## src/hdl/stb_pkg.sv

```systemverilog
`default_nettype none

package stb_pkg;

   localparam logic [1:0] CMD_INIT  = 2'd0;
   localparam logic [1:0] CMD_START = 2'd1;
   localparam logic [1:0] CMD_STOP  = 2'd2;
   localparam logic [1:0] CMD_TICK  = 2'd3;

   localparam logic [1:0] PH_NONE    = 2'd0;
   localparam logic [1:0] PH_CREATED = 2'd1;
   localparam logic [1:0] PH_STARTED = 2'd2;
   localparam logic [1:0] PH_STOPPED = 2'd3;

   localparam int MAX_EVENTS = 16;
   localparam int EVT_W      = 4;

   typedef struct packed {
      logic [1:0]  command;
      logic [3:0]  timer_index;
      logic [31:0] start_delay;
      logic [31:0] period;
      logic        hard_class;
   } req_type;

   typedef struct packed {
      logic [3:0] fired_channel;
      logic       fired_hard;
      logic       fired_last;
   } rsp_type;

   typedef struct packed {
      logic       fire;
      logic       wr_count;
      logic       wr_phase;
      logic [1:0] phase;
   } chan_upd_type;

   typedef struct packed {
      logic found;
      logic hard;
      logic last_in_mask;
   } sel_type;

endpackage

`default_nettype wire

```

## src/hdl/software_timer_bank.sv

```systemverilog
// init, start, stop: request passes through the S_CMD state back to idle, no result
// tick: S_WALK walks the channels through one count unit,
//   one channel per cycle over the count memory port, then one result per cycle
//   as the result register drains, while rsp_ready holds (at most 16 results)
// one request at a time; ready again once the last result is loaded, or once none is pending
// reset (synchronous): all channels never initialized, sequencer idle, no clearing pass
`default_nettype none

module software_timer_bank import stb_pkg::*; #(
   parameter int NUM_TIMERS = 16,
   parameter int COUNT_BITS = 32
) (
   input  logic    clock,
   input  logic    reset,
   input  logic    req_valid,
   output logic    req_ready,
   input  req_type req_data,
   output logic    rsp_valid,
   input  logic    rsp_ready,
   output rsp_type rsp_data
);

   localparam int IDX_W = (NUM_TIMERS > 1) ? $clog2(NUM_TIMERS) : 1;
   localparam logic [IDX_W-1:0] LAST_CH = IDX_W'(NUM_TIMERS - 1);

   localparam logic [1:0] S_IDLE = 2'd0;
   localparam logic [1:0] S_CMD  = 2'd1;
   localparam logic [1:0] S_WALK = 2'd2;
   localparam logic [1:0] S_EMIT = 2'd3;

   logic [1:0]            state_ff, state_in;
   req_type               req_ff, req_in;
   logic [IDX_W-1:0]      walk_ff, walk_in;
   logic [NUM_TIMERS-1:0] pend_ff, pend_in;
   logic [EVT_W-1:0]      emit_cnt_ff, emit_cnt_in;
   logic                  rsp_valid_ff, rsp_valid_in;
   rsp_type               rsp_ff, rsp_in;
   logic [1:0]            phase_ff [NUM_TIMERS];
   logic [1:0]            phase_in [NUM_TIMERS];
   logic [NUM_TIMERS-1:0] class_ff, class_in;

   logic                  accept;
   logic [IDX_W-1:0]      cmd_ch;
   logic                  idx_ok;
   logic [1:0]            cmd_phase;
   logic [1:0]            walk_phase;
   logic                  init_ok, start_ok, stop_ok;
   logic [COUNT_BITS-1:0] req_delay, req_period;
   logic [IDX_W-1:0]      rd_addr;
   logic [COUNT_BITS-1:0] rd_delay, rd_period, rd_count;
   logic [COUNT_BITS-1:0] unit_delay, unit_period;
   logic [COUNT_BITS-1:0] first_count, new_count;
   chan_upd_type          upd;
   logic                  prm_we, cnt_we;
   logic [IDX_W-1:0]      cnt_waddr;
   logic [COUNT_BITS-1:0] cnt_wdata;
   logic [IDX_W-1:0]      sel_idx;
   logic [NUM_TIMERS-1:0] sel_pick;
   sel_type               sel;
   logic                  load_rsp;
   logic                  rsp_last;

   assign req_ready = (state_ff == S_IDLE);
   assign accept    = req_valid && req_ready;
   assign rsp_valid = rsp_valid_ff;
   assign rsp_data  = rsp_ff;

   assign cmd_ch     = IDX_W'(req_ff.timer_index);
   assign idx_ok     = ({28'd0, req_ff.timer_index} < 32'(NUM_TIMERS));
   assign cmd_phase  = phase_ff[cmd_ch];
   assign walk_phase = phase_ff[walk_ff];
   assign req_delay  = COUNT_BITS'(req_ff.start_delay);
   assign req_period = COUNT_BITS'(req_ff.period);

   assign init_ok  = (state_ff == S_CMD) && idx_ok && (req_ff.command == CMD_INIT)
                     && (cmd_phase != PH_STARTED);
   assign start_ok = (state_ff == S_CMD) && idx_ok && (req_ff.command == CMD_START)
                     && ((cmd_phase == PH_CREATED) || (cmd_phase == PH_STOPPED));
   assign stop_ok  = (state_ff == S_CMD) && idx_ok && (req_ff.command == CMD_STOP)
                     && (cmd_phase == PH_STARTED);

   always_comb begin
      rd_addr = '0;
      if (state_ff == S_IDLE) begin
         if (req_data.command != CMD_TICK) begin
            rd_addr = IDX_W'(req_data.timer_index);
         end
      end else if (state_ff == S_WALK) begin
         if (walk_ff != LAST_CH) begin
            rd_addr = walk_ff + IDX_W'(1);
         end
      end
   end

   // init takes its values from the request, everything else from the store
   assign unit_delay  = (req_ff.command == CMD_INIT) ? req_delay : rd_delay;
   assign unit_period = (state_ff == S_CMD && req_ff.command == CMD_INIT) ? req_period
                                                                          : rd_period;

   assign prm_we    = init_ok;
   assign cnt_we    = init_ok || start_ok || ((state_ff == S_WALK) && upd.wr_count);
   assign cnt_waddr = (state_ff == S_WALK) ? walk_ff : cmd_ch;
   assign cnt_wdata = (state_ff == S_WALK) ? new_count : first_count;

   stb_chan_mem #(
      .NUM_TIMERS (NUM_TIMERS),
      .COUNT_BITS (COUNT_BITS),
      .IDX_W      (IDX_W)
   ) u_mem (
      .clock       (clock),
      .prm_we      (prm_we),
      .prm_waddr   (cmd_ch),
      .prm_wdelay  (req_delay),
      .prm_wperiod (req_period),
      .cnt_we      (cnt_we),
      .cnt_waddr   (cnt_waddr),
      .cnt_wdata   (cnt_wdata),
      .rd_addr     (rd_addr),
      .rd_delay    (rd_delay),
      .rd_period   (rd_period),
      .rd_count    (rd_count)
   );

   stb_count_unit #(
      .COUNT_BITS (COUNT_BITS)
   ) u_count (
      .phase       (walk_phase),
      .count       (rd_count),
      .delay       (unit_delay),
      .period      (unit_period),
      .first_count (first_count),
      .new_count   (new_count),
      .upd         (upd)
   );

   stb_event_sel #(
      .NUM_TIMERS (NUM_TIMERS),
      .IDX_W      (IDX_W)
   ) u_sel (
      .pend      (pend_ff),
      .hard_mask (class_ff),
      .sel_idx   (sel_idx),
      .sel_pick  (sel_pick),
      .sel       (sel)
   );

   assign load_rsp = (state_ff == S_EMIT) && sel.found && (!rsp_valid_ff || rsp_ready);
   assign rsp_last = sel.last_in_mask || (emit_cnt_ff == EVT_W'(MAX_EVENTS - 1));

   always_comb begin
      state_in     = state_ff;
      req_in       = req_ff;
      walk_in      = walk_ff;
      pend_in      = pend_ff;
      emit_cnt_in  = emit_cnt_ff;
      rsp_in       = rsp_ff;
      rsp_valid_in = rsp_valid_ff && !rsp_ready;
      phase_in     = phase_ff;
      class_in     = class_ff;

      if (init_ok) begin
         phase_in[cmd_ch] = PH_CREATED;
         class_in[cmd_ch] = req_ff.hard_class;
      end
      if (start_ok) begin
         phase_in[cmd_ch] = PH_STARTED;
      end
      if (stop_ok) begin
         phase_in[cmd_ch] = PH_STOPPED;
      end

      unique case (state_ff)
         S_IDLE: begin
            if (accept) begin
               req_in = req_data;
               if (req_data.command == CMD_TICK) begin
                  state_in    = S_WALK;
                  walk_in     = '0;
                  pend_in     = '0;
                  emit_cnt_in = '0;
               end else begin
                  state_in = S_CMD;
               end
            end
         end
         S_CMD: begin
            state_in = S_IDLE;
         end
         S_WALK: begin
            if (upd.wr_phase) begin
               phase_in[walk_ff] = upd.phase;
            end
            if (upd.fire) begin
               pend_in[walk_ff] = 1'b1;
            end
            if (walk_ff == LAST_CH) begin
               state_in = S_EMIT;
            end else begin
               walk_in = walk_ff + IDX_W'(1);
            end
         end
         S_EMIT: begin
            if (!sel.found) begin
               state_in = S_IDLE;
            end else if (load_rsp) begin
               rsp_in.fired_channel = 4'(sel_idx);
               rsp_in.fired_hard    = sel.hard;
               rsp_in.fired_last    = rsp_last;
               rsp_valid_in         = 1'b1;
               pend_in              = pend_ff & ~sel_pick;
               emit_cnt_in          = emit_cnt_ff + EVT_W'(1);
               if (rsp_last) begin
                  state_in = S_IDLE;
               end
            end
         end
         default: begin
            state_in = S_IDLE;
         end
      endcase
   end

   always_ff @(posedge clock) begin
      if (reset) begin
         state_ff     <= S_IDLE;
         rsp_valid_ff <= 1'b0;
         walk_ff      <= '0;
         pend_ff      <= '0;
         emit_cnt_ff  <= '0;
         class_ff     <= '0;
         for (int i = 0; i < NUM_TIMERS; i++) begin
            phase_ff[i] <= PH_NONE;
         end
      end else begin
         state_ff     <= state_in;
         rsp_valid_ff <= rsp_valid_in;
         walk_ff      <= walk_in;
         pend_ff      <= pend_in;
         emit_cnt_ff  <= emit_cnt_in;
         class_ff     <= class_in;
         phase_ff     <= phase_in;
      end
   end

   always_ff @(posedge clock) begin
      req_ff <= req_in;
      rsp_ff <= rsp_in;
   end

`ifndef ASSERT_OFF
   a_fire_only_started: assert property (@(posedge clock) disable iff (reset)
      (state_ff == S_WALK && upd.fire) |-> (walk_phase == PH_STARTED))
      else $error("fire from a channel that is not started");

   a_walk_ends_in_emit: assert property (@(posedge clock) disable iff (reset)
      (state_ff == S_WALK && walk_ff == LAST_CH) |=> (state_ff == S_EMIT))
      else $error("walk did not hand over to emit");

   a_last_returns_idle: assert property (@(posedge clock) disable iff (reset)
      (load_rsp && rsp_last) |=> (state_ff == S_IDLE && rsp_valid_ff && rsp_ff.fired_last))
      else $error("last event did not end the tick");
`endif

endmodule

`default_nettype wire

```

## src/hdl/stb_chan_mem.sv

```systemverilog
`default_nettype none

module stb_chan_mem #(
   parameter int NUM_TIMERS = 16,
   parameter int COUNT_BITS = 32,
   parameter int IDX_W      = 4
) (
   input  logic                  clock,
   input  logic                  prm_we,
   input  logic [IDX_W-1:0]      prm_waddr,
   input  logic [COUNT_BITS-1:0] prm_wdelay,
   input  logic [COUNT_BITS-1:0] prm_wperiod,
   input  logic                  cnt_we,
   input  logic [IDX_W-1:0]      cnt_waddr,
   input  logic [COUNT_BITS-1:0] cnt_wdata,
   input  logic [IDX_W-1:0]      rd_addr,
   output logic [COUNT_BITS-1:0] rd_delay,
   output logic [COUNT_BITS-1:0] rd_period,
   output logic [COUNT_BITS-1:0] rd_count
);

   logic [2*COUNT_BITS-1:0] prm_mem [NUM_TIMERS];
   logic [COUNT_BITS-1:0]   count_mem [NUM_TIMERS];
   logic [2*COUNT_BITS-1:0] rd_prm_ff;
   logic [COUNT_BITS-1:0]   rd_count_ff;

   always_ff @(posedge clock) begin
      if (prm_we) begin
         prm_mem[prm_waddr] <= {prm_wdelay, prm_wperiod};
      end
      rd_prm_ff <= prm_mem[rd_addr];
   end

   always_ff @(posedge clock) begin
      if (cnt_we) begin
         count_mem[cnt_waddr] <= cnt_wdata;
      end
      rd_count_ff <= count_mem[rd_addr];
   end

   assign rd_delay  = rd_prm_ff[2*COUNT_BITS-1:COUNT_BITS];
   assign rd_period = rd_prm_ff[COUNT_BITS-1:0];
   assign rd_count  = rd_count_ff;

endmodule

`default_nettype wire

```

## src/hdl/stb_count_unit.sv

```systemverilog
`default_nettype none

module stb_count_unit import stb_pkg::*; #(
   parameter int COUNT_BITS = 32
) (
   input  logic [1:0]            phase,
   input  logic [COUNT_BITS-1:0] count,
   input  logic [COUNT_BITS-1:0] delay,
   input  logic [COUNT_BITS-1:0] period,
   output logic [COUNT_BITS-1:0] first_count,
   output logic [COUNT_BITS-1:0] new_count,
   output chan_upd_type          upd
);

   logic [COUNT_BITS-1:0] dec;
   logic                  at_end;

   always_comb begin
      first_count = (delay != '0) ? delay : period;
      dec         = count - COUNT_BITS'(1);
      at_end      = (count[COUNT_BITS-1:1] == '0);
      new_count   = dec;
      upd         = '0;
      upd.phase   = phase;
      if (phase == PH_STARTED) begin
         upd.wr_count = 1'b1;
         if (at_end) begin
            upd.fire = 1'b1;
            if (period != '0) begin
               new_count = period;
            end else begin
               new_count    = '0;
               upd.wr_phase = 1'b1;
               upd.phase    = PH_STOPPED;
            end
         end
      end
   end

endmodule

`default_nettype wire

```

## src/hdl/stb_event_sel.sv

```systemverilog
`default_nettype none

module stb_event_sel import stb_pkg::*; #(
   parameter int NUM_TIMERS = 16,
   parameter int IDX_W      = 4
) (
   input  logic [NUM_TIMERS-1:0] pend,
   input  logic [NUM_TIMERS-1:0] hard_mask,
   output logic [IDX_W-1:0]      sel_idx,
   output logic [NUM_TIMERS-1:0] sel_pick,
   output sel_type               sel
);

   logic [NUM_TIMERS-1:0] hard_pend;
   logic [NUM_TIMERS-1:0] soft_pend;
   logic [NUM_TIMERS-1:0] cand;

   always_comb begin
      hard_pend = pend & hard_mask;
      soft_pend = pend & ~hard_mask;
      sel.found = |pend;
      sel.hard  = |hard_pend;
      cand      = sel.hard ? hard_pend : soft_pend;
      sel_pick  = cand & (~cand + NUM_TIMERS'(1));
      sel_idx   = '0;
      for (int i = NUM_TIMERS - 1; i >= 0; i--) begin
         if (cand[i]) begin
            sel_idx = IDX_W'(i);
         end
      end
      sel.last_in_mask = ((pend & ~sel_pick) == '0);
   end

endmodule

`default_nettype wire
```

## config.mk

```make
export PLATFORM = sky130hd
export DESIGN_NAME = software_timer_bank
export DESIGN_NICKNAME = d
export VERILOG_FILES = /design/src/hdl/stb_pkg.sv /design/src/hdl/software_timer_bank.sv /design/src/hdl/stb_chan_mem.sv /design/src/hdl/stb_count_unit.sv /design/src/hdl/stb_event_sel.sv
export SDC_FILE = /design/constraint.sdc
export NUM_CORES = 2
export LEC_CHECK = 0
export ABC_AREA = 1
export BUFFER_PORTS_ARGS = -buffer_cell sky130_fd_sc_hd__buf_2
export CAP_MARGIN = 25
export CELL_PAD_IN_SITES_DETAIL_PLACEMENT = 0
export CELL_PAD_IN_SITES_GLOBAL_PLACEMENT = 1
export CORE_AREA = 3 3 424 636
export DETAILED_ROUTE_END_ITERATION = 10
export DIE_AREA = 0 0 427 639
export PLACE_DENSITY_LB_ADDON = 0.1
export SETUP_SLACK_MARGIN = 0.5
export SLEW_MARGIN = 40
export SYNTH_ARGS = -nofsm -noshare
export SYNTH_HDL_FRONTEND = slang
export SYNTH_HIERARCHICAL = 1
export SYNTH_SLANG_ARGS = --single-unit
```

## constraint.sdc

```tcl
create_clock -name clock -period 11.9 [get_ports clock]
set_input_delay 2.38 -clock clock [delete_from_list [all_inputs] [get_ports clock]]
set_output_delay 2.38 -clock clock [all_outputs]
set_load 0.02 [all_outputs]
```

==> metrics.txt <==
VDD IR-drop max 0.123 mV; DRT Pass-1 Iters 5; run status completed; TritonCTS sink count 1784; Cells on Worst Hold Path 2; post-layout utilization of the core 0.339; ANT nets after route 0; CP Data Arrival Time approximately 6.3 ns; H-tree lvl count 4; final estimated routing congestion in global placement 0.794; Post-synth EDFFs 1613; biggest area consumer among synthesized cells sky130_fd_sc_hd__edfxtp_1; DP Wirelength between 100000 and 150000 um; PostCTS Resize Cnt 0; antenna violations before repair 2; Final Slew Violations 0; reg2reg end phase_ff[23]; synth top area cells sky130_fd_sc_hd__edfxtp_1 (61%), sky130_fd_sc_hd__nand2_1 (12%), sky130_fd_sc_hd__nand3_1 (8.1%); Tightest Pin Transition 0.861 ns; most instantiated library cell after synthesis sky130_fd_sc_hd__nand2_1; Hold Worst Slack 0.488 ns; number of global-route vias before repair 53700; final routed wirelength across all metal layers 270000 um; GRT overflow 0; Highest Clock Rate roughly 0.18 GHz; leading register cell type out of synthesis sky130_fd_sc_hd__edfxtp_1; pwr dens 184 nW/um^2; largest net degree at the start of global routing 154; startpoint of the most critical register-to-register path walk_ff[0]; total routing resource utilization after global routing 0.195; starting density of the core 0.300; required time of the critical path 12.63 ns; area added between synthesis and finish 12.9%; insertion delay to the later sink of the worst-skew pair 0.87 ns; CTS Hold Bufs 0; syn_area_per_cell 9.71 sq um; DRC marker count from the first detailed-route iteration 3646; crit end category flip-flop; final setup violation count 0; number of violations of the max-capacitance limit 0; Cells after Synth 8159; Wirelength per Cell ~23 um; largest stage delay on the critical path 0.57 ns; first-pass GRT wire length 389000 um; post-CTS setup buffer count 0; number of cell instances on the worst register-to-register path 19; clock transition at the registers of the reported paths 0.07 ns; WS Path Type reg2reg; sequential element share of the synthesized area 0.654; Die Span X 427 um; Critical Path Start Type flip-flop; critical-path cell list buf_4 > clkinv_1 > a21oi_1 > o21ai_0 > a21oi_1 > a2111o_2 > nand2_1 > nor3_1 > nand2_1 > nor2_4 > nand2_2 > nor2_1 > inv_1 > nor2_2 > inv_1 > nor2_1 > inv_1 > o21ai_0 > nor2_1; net total in the final layout 8254; total of warnings raised by yosys 6; path class of the lowest-slack min-delay path reg2reg; standby leakage power 37.4 nW; final setup TNS 0 ns; Buf+Inv Stages, Crit Path 5; row cnt 231; floorplan die height 639 um; portion of synthesized cell area occupied by the leading cell type 0.611; fraction of layout cells with a size suffix above 1 0.0737; core outline area 264000 sq um; hold path startpoint emit_cnt_ff[2]; maximum fanout count along the critical path 22; list of most frequent post-synthesis cells sky130_fd_sc_hd__nand2_1 (2594), sky130_fd_sc_hd__edfxtp_1 (1613), sky130_fd_sc_hd__inv_1 (1387); destination of the worst hold path emit_cnt_ff[2]; overall die area 273000 sq um; category of cells accounting for the largest share of critical-path delay simple AND/OR/NAND/NOR gates; RSZ-0062 raised after global routing false; Post-Synthesis Net Count 8240; number of filler instances in the final layout between 20000 and 30000; I/O pins between 80 and 90; setup slack on the worst flop-to-flop path 6.30 ns; Tmin final 5.60 ns; worst-path cell with the longest stage delay sky130_fd_sc_hd__clkinv_1; library cells used by synthesis 46; synthesized area a little under 80000 sq um; routed via count divided by cell count around 4.6; #FFs+latches synth 1784; buffers added on ports about 80; TritonCTS Buffers 196; maximum root-to-sink buffer count 4; final cycle utilization of the critical path 0.471; post-route DRC violation count 0; setup skew after layout between 0.04 and 0.05 ns; Hold Fails Final Rpt 0; share of async-settable or async-resettable flops after synthesis 0; number of vias after detailed routing around 55000; CTS tree built; clock root buffer sky130_fd_sc_hd__clkbuf_16; Slew headroom 0.426
[state kept, by name, indices dropped and copies added, names as in the netlist]
name / count
rsp_data: 6
pend_ff: 16
req_ff: 3
u_mem/rd_prm_ff: 64
phase_ff: 32
class_ff: 16
state_ff: 2
req_period: 32
req_delay: 32
emit_cnt_ff: 4
cmd_ch: 4
walk_ff: 4
u_mem/rd_count: 32
u_mem/prm_mem: 1024
u_mem/count_mem: 512
rsp_valid: 1
[worst max path at each step]
| stage | startpoint | to | cells after the start |
|---|---|---|---|
| after floorplan | req_valid | walk_ff[0] | 5 |
| after global placement | req_data[69] | u_mem/rd_prm_ff[53] | 13 |
| after detailed placement | req_data[69] | u_mem/rd_prm_ff[39] | 14 |
| after CTS | walk_ff[0] | phase_ff[23] | 19 |
| after global routing | walk_ff[0] | phase_ff[31] | 19 |
| final | walk_ff[0] | phase_ff[23] | 19 |
[layout make-up]
| class | instances | area, sq um | share of cell area |
|---|---|---|---|
| clock buffers | 281 | 5390 | 0.0602 |
| diodes | 3 | 7.51 | 0.0000839 |
| repair buffers | 205 | 1670 | 0.0186 |
| clock inverters | 71 | 536 | 0.00599 |
| well taps | 3495 | 4370 | 0.0489 |
| flip-flops and latches | 1784 | 51900 | 0.580 |
| inverters | 1406 | 5310 | 0.0594 |
| multi-input cells | 4580 | 20300 | 0.227 |
[through the flow]
step	power [mW]	setup slack, ns	cell area [sq um]	instances
5_1_grt	17.3	5.98	89400	11800
2_1_floorplan	9.58	3.66	79200	8159
6_report	16.5	6.30	89500	11800
3_3_place_gp	10.9	5.31	83200	11500
4_1_cts	16.8	6.38	89400	11800
3_5_place_dp	10.9	5.51	83500	11500
[report_power, final]
| part | switching [mW] | internal, mW | leakage [nW] |
|---|---|---|---|
| Sequential | 0.234 | 7.34 | 16.0 |
| Combinational | 2.37 | 0.742 | 18.6 |
| Clock | 2.55 | 3.27 | 2.86 |
| Total | 5.15 | 11.4 | 37.4 |
[layout by cell type (no fill, tap or decap), drive strengths merged]
cell type / n
nand2: 2615
edfxtp: 1613
inv: 1405
nand3: 1283
nor2: 314
clkbuf: 281
buf: 205
dfxtp: 171
o21ai: 136
a21oi: 77
nand4: 57
clkinv: 57
mux2: 32
o21bai: 9
o211a: 9
clkinvlp: 9
nand3b: 8
nor3: 8
xor2: 7
ha: 6
bufinv: 6
nor4: 5
diode: 3
a211oi: 2
or2: 2
and2: 2
xnor2: 2
a2111o: 2
o211ai: 1
nor3b: 1
a21boi: 1
nand2b: 1
[per-layer routing]
layer  vias up  GRT usage  routed length [um]
li1      26300          -                   -
met3       348     0.0206                8130
met1     27100      0.245              116000
met4         0     0.0588                8430
met5         -          0                   0
met2       976      0.350              137000
[tightest hold or removal path, cell delays in order (launching register included)]
cell	delay [ns]
sky130_fd_sc_hd__dfxtp_1	0.33
sky130_fd_sc_hd__inv_1	0.06
sky130_fd_sc_hd__a211oi_1	0.06
[kinds of logic after synthesis]
family	after synthesis	share of synthesized area
mux	32	0.00455
flops	1784	0.654
simple gates	4296	0.230
buf+inv	1795	0.0932
fa+ha+maj	6	0.000947
compound gates	237	0.0162
xor+xnor	9	0.000995
No activity file was read; power rests on OpenSTA's default activity.
